**src/hw/rtl/ecd_pkg.sv**
```systemverilog
// Package for the epoch time to civil date/time converter.
// Holds constants, unit tables, stage side-band types and the result record.
// No dependencies.
package ecd_pkg;

  localparam int MAG_W  = 63;
  localparam int FRAC_W = 30;
  localparam int SOD_W  = 17;
  localparam int ERA_W  = 18;
  localparam int RCP_W  = 55;

  localparam logic [SOD_W-1:0] SEC_PER_DAY  = 17'd86400;
  localparam logic [ERA_W-1:0] DAYS_PER_ERA = 18'd146097;
  localparam logic [19:0]      EPOCH_SHIFT  = 20'd719468;

  // Reciprocals are floor(2^64 / divisor); no divisor here is a power of two.
  localparam logic [63:0]      RCP_NUM   = 64'hFFFF_FFFF_FFFF_FFFF;
  localparam logic [RCP_W-1:0] DAY_RECIP = RCP_W'(RCP_NUM / 64'd86400);
  localparam logic [RCP_W-1:0] ERA_RECIP = RCP_W'(RCP_NUM / 64'd146097);

  typedef enum logic {
    KIND_DATE  = 1'b0,
    KIND_STAMP = 1'b1
  } kind_t;

  typedef enum logic [1:0] {
    UNIT_SEC   = 2'd0,
    UNIT_MILLI = 2'd1,
    UNIT_MICRO = 2'd2,
    UNIT_NANO  = 2'd3
  } unit_t;

  typedef struct packed {
    kind_t kind;
    unit_t unit;
    logic  neg;
  } side1_t;

  typedef struct packed {
    kind_t             kind;
    unit_t             unit;
    logic              neg;
    logic [FRAC_W-1:0] frac;
  } side2_t;

  typedef struct packed {
    kind_t             kind;
    unit_t             unit;
    logic              neg;
    logic [FRAC_W-1:0] frac;
    logic [SOD_W-1:0]  sod;
  } side3_t;

  typedef struct packed {
    logic [15:0] year;
    logic [3:0]  month;
    logic [4:0]  mday;
    logic [4:0]  hour;
    logic [5:0]  minute;
    logic [5:0]  second;
    logic [29:0] frac_ns;
    logic [2:0]  digits;
    logic [4:0]  width;
    logic        wrapped;
  } result_t;

  function automatic logic [FRAC_W-1:0] unit_per_sec(unit_t u);
    case (u)
      UNIT_SEC:   return 30'd1;
      UNIT_MILLI: return 30'd1000;
      UNIT_MICRO: return 30'd1000000;
      UNIT_NANO:  return 30'd1000000000;
      default:    return 30'd1;
    endcase
  endfunction

  // A divisor of one bypasses the multiply, so seconds need no reciprocal.
  function automatic logic [RCP_W-1:0] unit_recip(unit_t u);
    case (u)
      UNIT_SEC:   return '0;
      UNIT_MILLI: return RCP_W'(RCP_NUM / 64'd1000);
      UNIT_MICRO: return RCP_W'(RCP_NUM / 64'd1000000);
      UNIT_NANO:  return RCP_W'(RCP_NUM / 64'd1000000000);
      default:    return '0;
    endcase
  endfunction

  function automatic logic [FRAC_W-1:0] unit_ns_mul(unit_t u);
    case (u)
      UNIT_SEC:   return 30'd1000000000;
      UNIT_MILLI: return 30'd1000000;
      UNIT_MICRO: return 30'd1000;
      UNIT_NANO:  return 30'd1;
      default:    return 30'd1;
    endcase
  endfunction

  function automatic logic [2:0] unit_digits(unit_t u);
    case (u)
      UNIT_SEC:   return 3'd0;
      UNIT_MILLI: return 3'd3;
      UNIT_MICRO: return 3'd6;
      UNIT_NANO:  return 3'd7;
      default:    return 3'd0;
    endcase
  endfunction

  // First day of each March-based month within the year.
  function automatic logic [8:0] month_start(logic [3:0] mp);
    case (mp)
      4'd0:    return 9'd0;
      4'd1:    return 9'd31;
      4'd2:    return 9'd61;
      4'd3:    return 9'd92;
      4'd4:    return 9'd122;
      4'd5:    return 9'd153;
      4'd6:    return 9'd184;
      4'd7:    return 9'd214;
      4'd8:    return 9'd245;
      4'd9:    return 9'd275;
      4'd10:   return 9'd306;
      4'd11:   return 9'd337;
      default: return 9'd0;
    endcase
  endfunction

endpackage

```
**src/hw/rtl/ecd_civil.sv**
```systemverilog
// Civil-from-days and time-of-day pipeline, seven register stages.
// The last stage is the output register. Depends on ecd_pkg.
module ecd_civil import ecd_pkg::*; (
  input  logic             clk,
  input  logic             rst,
  input  logic             en,
  input  logic             in_valid,
  input  logic [MAG_W-1:0] qmag,
  input  logic [ERA_W-1:0] rmag,
  input  side3_t           side,
  output logic             out_valid,
  output result_t          res
);

  localparam logic [20:0] HOUR_RECIP = 21'd1193047;
  localparam logic [17:0] Y1460_RCP  = 18'd183860;
  localparam logic [17:0] Y365_RCP   = 18'd183860;
  localparam logic [14:0] MIN_RECIP  = 15'd17477;
  localparam logic [11:0] MP_RECIP   = 12'd3427;

  logic v1, v2, v3, v4, v5, v6, v7;

  // Stage 1
  kind_t       kind1;
  unit_t       unit1;
  logic [63:0] q1;
  logic [19:0] s1;
  logic [37:0] hp1;
  logic [16:0] sod1;
  logic [29:0] fr1;

  logic [63:0] q_c;
  logic [17:0] r_c;
  logic [37:0] hp_c;
  logic [59:0] fp_c;

  always_comb begin
    q_c  = side.neg ? ~{1'b0, qmag} : {1'b0, qmag};
    r_c  = side.neg ? 18'(DAYS_PER_ERA - 18'd1 - rmag) : rmag;
    hp_c = {21'b0, side.sod} * {17'b0, HOUR_RECIP};
    fp_c = {30'b0, side.frac} * {30'b0, unit_ns_mul(side.unit)};
  end

  always_ff @(posedge clk) begin
    if (en) begin
      kind1 <= side.kind;
      unit1 <= side.unit;
      q1    <= q_c;
      s1    <= {2'b0, r_c} + EPOCH_SHIFT;
      hp1   <= hp_c;
      sod1  <= side.sod;
      fr1   <= fp_c[29:0];
    end
  end

  // Stage 2
  kind_t       kind2;
  unit_t       unit2;
  logic [63:0] era2;
  logic [17:0] doe2;
  logic [4:0]  hour2;
  logic [11:0] hrem2;
  logic [29:0] fr2;

  logic [2:0] inc_c;
  logic [4:0] hour_c;

  always_comb begin
    inc_c = '0;
    for (int k = 1; k <= 5; k++) begin
      if (s1 >= 20'(k * 146097)) begin
        inc_c = inc_c + 3'd1;
      end
    end
    hour_c = hp1[36:32];
  end

  always_ff @(posedge clk) begin
    if (en) begin
      kind2 <= kind1;
      unit2 <= unit1;
      era2  <= q1 + {61'b0, inc_c};
      doe2  <= 18'(s1 - 20'(inc_c) * {2'b0, DAYS_PER_ERA});
      hour2 <= hour_c;
      hrem2 <= 12'(sod1 - 17'(hour_c) * 17'd3600);
      fr2   <= fr1;
    end
  end

  // Stage 3
  kind_t       kind3;
  unit_t       unit3;
  logic [63:0] era400_3;
  logic [17:0] doe3;
  logic [6:0]  n1460_3;
  logic [2:0]  n36524_3;
  logic        nlast_3;
  logic [26:0] mprod3;
  logic [11:0] hrem3;
  logic [4:0]  hour3;
  logic [29:0] fr3;

  logic [35:0] p1460_c;
  logic [2:0]  c36524_c;

  always_comb begin
    p1460_c  = {18'b0, doe2} * {18'b0, Y1460_RCP};
    c36524_c = '0;
    for (int k = 1; k <= 4; k++) begin
      if (doe2 >= 18'(k * 36524)) begin
        c36524_c = c36524_c + 3'd1;
      end
    end
  end

  always_ff @(posedge clk) begin
    if (en) begin
      kind3    <= kind2;
      unit3    <= unit2;
      era400_3 <= (era2 << 8) + (era2 << 7) + (era2 << 4);
      doe3     <= doe2;
      n1460_3  <= p1460_c[34:28];
      n36524_3 <= c36524_c;
      nlast_3  <= doe2 == 18'd146096;
      mprod3   <= {15'b0, hrem2} * {12'b0, MIN_RECIP};
      hrem3    <= hrem2;
      hour3    <= hour2;
      fr3      <= fr2;
    end
  end

  // Stage 4
  kind_t       kind4;
  unit_t       unit4;
  logic [63:0] era400_4;
  logic [17:0] doe4;
  logic [35:0] yprod4;
  logic [4:0]  hour4;
  logic [5:0]  minute4;
  logic [5:0]  second4;
  logic [29:0] fr4;

  logic [17:0] x_c;
  logic [5:0]  minute_c;

  always_comb begin
    x_c      = doe3 - 18'(n1460_3) + 18'(n36524_3) - 18'(nlast_3);
    minute_c = mprod3[25:20];
  end

  always_ff @(posedge clk) begin
    if (en) begin
      kind4    <= kind3;
      unit4    <= unit3;
      era400_4 <= era400_3;
      doe4     <= doe3;
      yprod4   <= {18'b0, x_c} * {18'b0, Y365_RCP};
      hour4    <= hour3;
      minute4  <= minute_c;
      second4  <= 6'(hrem3 - 12'(minute_c) * 12'd60);
      fr4      <= fr3;
    end
  end

  // Stage 5
  kind_t       kind5;
  unit_t       unit5;
  logic [63:0] era400_5;
  logic [8:0]  yoe5;
  logic [8:0]  doy5;
  logic [4:0]  hour5;
  logic [5:0]  minute5;
  logic [5:0]  second5;
  logic [29:0] fr5;

  logic [8:0]  yoe_c;
  logic [1:0]  c100_c;
  logic [17:0] ystart_c;

  always_comb begin
    yoe_c  = yprod4[34:26];
    c100_c = '0;
    for (int k = 1; k <= 3; k++) begin
      if (yoe_c >= 9'(k * 100)) begin
        c100_c = c100_c + 2'd1;
      end
    end
    ystart_c = 18'(yoe_c) * 18'd365 + 18'(yoe_c[8:2]) - 18'(c100_c);
  end

  always_ff @(posedge clk) begin
    if (en) begin
      kind5    <= kind4;
      unit5    <= unit4;
      era400_5 <= era400_4;
      yoe5     <= yoe_c;
      doy5     <= 9'(doe4 - ystart_c);
      hour5    <= hour4;
      minute5  <= minute4;
      second5  <= second4;
      fr5      <= fr4;
    end
  end

  // Stage 6
  kind_t       kind6;
  unit_t       unit6;
  logic [63:0] ybase6;
  logic [8:0]  doy6;
  logic [3:0]  mp6;
  logic [4:0]  hour6;
  logic [5:0]  minute6;
  logic [5:0]  second6;
  logic [29:0] fr6;

  logic [10:0] y5_c;
  logic [22:0] mpp_c;

  always_comb begin
    y5_c  = 11'(doy5) * 11'd5 + 11'd2;
    mpp_c = {12'b0, y5_c} * {11'b0, MP_RECIP};
  end

  always_ff @(posedge clk) begin
    if (en) begin
      kind6   <= kind5;
      unit6   <= unit5;
      ybase6  <= era400_5 + {55'b0, yoe5};
      doy6    <= doy5;
      mp6     <= mpp_c[22:19];
      hour6   <= hour5;
      minute6 <= minute5;
      second6 <= second5;
      fr6     <= fr5;
    end
  end

  // Stage 7: output register
  logic [3:0]  mo_c;
  logic [63:0] year_c;
  logic [2:0]  dig_c;
  logic [4:0]  wid_c;

  always_comb begin
    mo_c   = (mp6 < 4'd10) ? mp6 + 4'd3 : mp6 - 4'd9;
    year_c = ybase6 + {63'b0, (mp6 >= 4'd10)};
    dig_c  = (kind6 == KIND_STAMP) ? unit_digits(unit6) : 3'd0;
    if (kind6 == KIND_DATE) begin
      wid_c = 5'd0;
    end else if (dig_c == 3'd0) begin
      wid_c = 5'd19;
    end else begin
      wid_c = 5'd20 + 5'(dig_c);
    end
  end

  always_ff @(posedge clk) begin
    if (en) begin
      res.year    <= year_c[15:0];
      res.month   <= mo_c;
      res.mday    <= 5'(doy6 - month_start(mp6) + 9'd1);
      res.hour    <= hour6;
      res.minute  <= minute6;
      res.second  <= second6;
      res.frac_ns <= fr6;
      res.digits  <= dig_c;
      res.width   <= wid_c;
      res.wrapped <= !((&year_c[63:15]) || !(|year_c[63:15]));
    end
  end

  always_ff @(posedge clk) begin
    if (rst) begin
      v1 <= 1'b0;
      v2 <= 1'b0;
      v3 <= 1'b0;
      v4 <= 1'b0;
      v5 <= 1'b0;
      v6 <= 1'b0;
      v7 <= 1'b0;
    end else if (en) begin
      v1 <= in_valid;
      v2 <= v1;
      v3 <= v2;
      v4 <= v3;
      v5 <= v4;
      v6 <= v5;
      v7 <= v6;
    end
  end

  assign out_valid = v7;

endmodule

```
**config.mk**
```make
export PLATFORM = sky130hd
export DESIGN_NAME = ecd_civil
export DESIGN_NICKNAME = d
export VERILOG_FILES = /design/src/hw/rtl/ecd_pkg.sv /design/src/hw/rtl/ecd_civil.sv
export SDC_FILE = /design/constraint.sdc
export NUM_CORES = 2
export LEC_CHECK = 0
export ABC_CLOCK_PERIOD_IN_PS = 10240
export BUFFER_PORTS_ARGS = -buffer_cell sky130_fd_sc_hd__buf_2
export CORE_MARGIN = 2
export CORE_UTILIZATION = 45
export DETAILED_ROUTE_END_ITERATION = 10
export GPL_TIMING_DRIVEN = 1
export PLACE_DENSITY = 0.69
export SETUP_SLACK_MARGIN = 0.15
export SYNTH_ARGS = -nofsm -noshare
export SYNTH_HDL_FRONTEND = slang
export SYNTH_SLANG_ARGS = --single-unit
```
**constraint.sdc**
```tcl
create_clock -name clk -period 10.24 [get_ports clk]
set_input_delay 1.024 -clock clk [delete_from_list [all_inputs] [get_ports clk]]
set_output_delay 1.024 -clock clk [all_outputs]
set_load 0.05 [all_outputs]
```
After elaboration in Yosys (flattened, before gate mapping)
Memories as Yosys holds them, arrays and structs flattened. A register that Yosys moved wholly into a read port is not among the register bits.
Index checks and enable logic that the tools add are counted.
Operators by class
  magnitude comparators: 14
  multipliers: 11
  reductions and logical operators: 9
  equality and inequality tests: 7
  multiplexer cells: 21
  $add $sub $neg: 31
  bitwise operators: 2
Operators by type and width (count)
  adder 64 bit: 2
  one-hot mux 30 bit (4 select lines): 1
  multiplier 18 x 16 -> 33 bit, second input constant: 2
  adder 64 x 1 -> 64 bit: 1
  adder 64 x 9 -> 64 bit: 1
  adder 60 x 3 -> 60 bit: 1
  2-to-1 mux 60 bit: 1
  NOT 60 bit: 1
  AND reduction 49 bit: 1
  OR reduction 49 bit: 1
  >= comparator 20 x 19 -> 1 bit, second input constant: 2
  >= comparator 20 bit, second input constant: 2
  multiplier 17 x 21 -> 37 bit, second input constant: 1
  >= comparator 18 x 17 -> 1 bit, second input constant: 2
  multiplier 30 x 30 -> 30 bit: 1
  multiplier 12 x 15 -> 26 bit, second input constant: 1
  2-to-1 mux 3 bit: 8
  multiplier 11 x 12 -> 23 bit, second input constant: 1
  adder 3 x 1 -> 3 bit, second input constant: 7
  adder 18 x 20 -> 20 bit, second input constant: 1
  >= comparator 20 x 18 -> 1 bit, second input constant: 1
  adder 18 x 3 -> 18 bit: 1
  == test 18 bit, second input constant: 1
  >= comparator 18 x 16 -> 1 bit, second input constant: 1
  41 further kinds: 53
Word-level totals
  word-level logic and storage cells: 166
  output and inout port bits: 82
  register bits: 952
  memories kept: 1
  memory bits (read-only): 144
  input port bits: 136
Memories
  (no name shown): words 16, width 9, rd ports 1, clocked after Yosys merged registers in 1, write ports 0, RTL line ecd_pkg.sv:110  | case (mp)

Depth between registers and ports, before layout
  depth after elaboration: 12
  depth in mapped cells: 38
  gate-level depth less buffers: 38

Worst setup path before layout
Ideal clock, no wire load.
  path type: register to register
  start: reg doe3[0]
  end: reg yprod4[34], data pin
  arrival time: 9.600 ns
  buffers on the path: 0
  period minus slack after synthesis: 9.868 ns
  slack: 0.372 ns
  cell stages (with the launch flop): 37
  required time: 9.972 ns
  library setup time: 0.268 ns
  cell sequence: edfxtp_1 -> fa_1 -> inv_1 -> fa_1 -> inv_1 -> ha_1 -> inv_1 -> fa_1 -> nor2b_1 -> o21ai_0 -> a21boi_0 -> o21ai_0 -> nand2b_1 -> a21o_1 -> a21o_1 -> a311oi_1 -> or2_2 -> xnor2_1 -> fa_1 -> ha_1 -> fa_1 -> fa_1 -> inv_1 -> fa_1 -> fa_1 -> inv_1 -> ha_1 -> a2111oi_0 -> o21ai_0 -> a221o_1 -> and3_1 -> a221o_1 -> o41a_1 -> a41oi_2 -> nand2b_1 -> a21oi_1 -> xnor3_1
Between the ends
  longest elaborated chain between the ends: 4
RTL lines
  start, declared: RTL line ecd_civil.sv:94  | logic [17:0] doe3;
  start signal, assigned: RTL line ecd_civil.sv:121  | doe3 <= doe2;
  subtractor 18 x 7 -> 18 bit: RTL line ecd_civil.sv:147  | x_c = doe3 - 18'(n1460_3) + 18'(n36524_3) - 18'(nlast_3);
  adder 18 x 3 -> 18 bit: RTL line ecd_civil.sv:147
  subtractor 18 x 1 -> 18 bit: RTL line ecd_civil.sv:147
  multiplier 18 x 16 -> 33 bit: RTL line ecd_civil.sv:157  | yprod4 <= {18'b0, x_c} * {18'b0, Y365_RCP};
  end signal, assigned: RTL line ecd_civil.sv:157
  end, declared: RTL line ecd_civil.sv:137  | logic [35:0] yprod4;
Every way passes these cells.
A chain may end at the register's enable or synchronous reset.

Worst setup path after layout
Ends and elaborated chain as after synthesis.

==> metrics.md <==
| Metric | Value |
|---|---|
| Status | finished clean |
| WP data arrival | 10.07 ns |
| Skew final | 0.0545 ns |
| Main area contributors after synthesis | edfxtp_1 (37%), fa_1 (19%), ha_1 (19%), inv_1 (5.9%), xnor2_1 (3.9%) |
| Total CTS buffers | 95 |
| CTS tree | done |
| # port buffers | 214 |
| Initial DRC Count | 1,868 |
| YS warnings | 0 |
| IO Count | 218 |
| Initial antenna violation count | 12 |
| Post-route cell area | 0.0760 sq mm |
| Ys flop type | edfxtp_1 |
| Fin. max-slew vios | 0 |
| Die Area | 0.156 sq mm |
| DRT Pass-1 Iters | 5 |
| CTS clock-pin slew for the worst setup and hold paths | 0.06 ns |
| WP data required | 10.68 ns |
| Top fanout value on the critical path | 4 |
| EDFF count, synth | 856 |
| DP Worst Slack | 0.331 ns |
| Gr usage total | 17.2% |
| Initial Util | 45.3% |
| Final Net Count | 7,795 |
| Startpoint types | register |
| HPWL after DPL | 106 mm |
| Yosys top cell area share | 37.3% |
| Slowest CP cell | fa_1 |
| TritonCTS Sinks | 868 |
| Root Buffer | clkbuf_16 |
| First-pass GRT wire length | 217 mm |
| Crit-path most repeated cell | fa_1 |
| Hold/Removal Path Class | register to register |
| Async set or reset register ratio after synthesis | 0% |
| Dpl cell area | 0.0727 sq mm |
| Clock Tree Buf Depth | 3 |
| Die X | 395 um |
| Min setup slack post-route | 0.611 ns |
| Clk_lat worst skew | 0.71 ns |
| Critical path's largest stage delay | 0.55 ns |
| Final setup fails | 0 |
| Core Footprint | 0.152 sq mm |
| # rows | 143 |
| Most instantiated cells after synthesis | inv_1 (1,091), ha_1 (1,021), edfxtp_1 (856) |
| Fin. Hold Viols | 0 |
| Routed WL per cell | 16.2 um |
| Average size of a mapped cell | 12.1 sq um |
| Total global routing overflow | 0 |
| Rel. slew slack | 26.5% |
| Post-Syn Area | 0.0689 sq mm |
| Vias in the first global route | 42,800 |
| Seq cells post-synth | 868 |
| Hold buffers post-CTS | 0 |
| Share of cells above drive strength 1 | 7.54% |
| Critical Path Sink Type | register |
| Final period utilization | 94.0% |
| Die height | 395 um |
| Post-synthesis net count | 7,486 |
| Biggest area consumer among synthesized cells | edfxtp_1 |
| Area grow syn2layout | 10.3% |
| Routed Antenna Nets | 0 |
| Fmax | 0.104 GHz |
| Synth unique cells | 77 |
| H-tree depth | 3 |
| Worst slew pin tran | 1.10 ns |
| Max-Cap Viols | 0 |
| Vias | 40,200 |
| Top-count cell post-synth | inv_1 |
| Buf+Inv Stages, Crit Path | 6 |
| Sequential cell area fraction in the yosys report | 37.6% |
| Final routed DRC violation total | 0 |
| Unrepaired setup endpoints after global routing | false |
| Vias per inst | 4.97 |
| Gate Count Post-Synth | 5,677 |
| GP Congestion | 0.888 |
| Final min period | 9.63 ns |
| Largest net degree at the start of global routing | 172 |
| Routed wire length | 131 mm |
| WS Path Type | register to register |
| Setup TNS | 0 ns |
| Delay-heaviest family, CP | adder cells |
## placed cells by master, fill, tap and decap left out, types with 95 or more instances in the layout
cell type	synthesis	routed
inv_1	1091	1090
a21oi_1	157	156
and2_1	103	103
buf_2	6	212
ha_1	1021	1021
xnor2_1	303	299
edfxtp_1	856	856
nand2_1	221	221
nor2_1	169	169
xor2_1	176	176
fa_1	652	652
o21ai_0	105	104
nand3_1	113	113
clkbuf_16	0	95
## worst paths after layout
| kind | slack (ns) | startpoint | to | cells after the start |
|---|---|---|---|---|
| min reg2reg | 0.38 | fr1[5] | fr2[5] | 0 |
| max | 0.61 | doe3[0] | yprod4[34] | 37 |
| min | 0.38 | fr1[5] | fr2[5] | 0 |
| max reg2reg | 0.61 | doe3[0] | yprod4[34] | 37 |
## registers in the layout (all words and copies together), names as in the netlist, 11 cells and up, named ones only
signal    count
fr1          30
era2         60
doe2         18
q1           60
fr2          30
era400_5     60
sod1         11
hrem2        12
doe3         18
fr3          30
fr4          30
fr6          30
era400_4     60
fr5          30
era400_3     60
s1           19
ybase6       64
res          81
## routing by layer
layer | track usage, % | vias to the layer above | share of wire [%]
met1 | 21.7 | 19700 | 43
li1 | - | 19700 | -
met4 | 5.22 | 8 | 2.6
met5 | 0 | - | 0.039
met2 | 30.0 | 609 | 49
met3 | 3.19 | 192 | 4.7
## through the flow
step	util (%)	hold WS (ns)	std cells
finish	50.0	0.379	8098
global route	50.0	0.376	8098
CTS	49.9	0.373	8083
detailed placement	47.8	0.405	7909
global placement	47.8	0.400	7909
floorplan	-	0.400	5677
## logic make-up after synthesis
kind of cell | after synthesis | share of synthesized area (%)
AO/OA/AOI/OAI | 543 | 5.11
XOR/XNOR | 480 | 6.12
adder cells (fa/ha/maj) | 1673 | 37.5
buffers and inverters | 1137 | 6.22
flip-flops | 868 | 37.6
multiplexers | 16 | 0.240
AND/OR/NAND/NOR | 960 | 7.20
## what timing repair did
item	4_1_cts	5_1_grt
setup endpoints to repair	0	3
resized for setup	0	13
endpoints found under the hold margin	0	0
buffers inserted	0	10
## worst reg2reg max path: cells and delay by family, from the launching register on
family	cells	cell delay [ns]
compound gates	13	2.69
xor+xnor	2	0.41
fa+ha+maj	11	4.53
buf+inv	6	0.44
flops	1	0.41
simple gates	5	0.91
## area by class of cell
type | instances | area, sq um
multi-input cells | 3672 | 38800
clock buffers | 111 | 2440
clock inverters | 63 | 744
flip-flops and latches | 868 | 25900
diodes | 5 | 12.5
repair buffers | 258 | 1460
fillers | 13400 | 76100
inverters | 1091 | 4100
well taps | 2030 | 2540
Power is not shown: default switching activity piles up to over one toggle a cycle in this logic, so the estimate is an artifact.
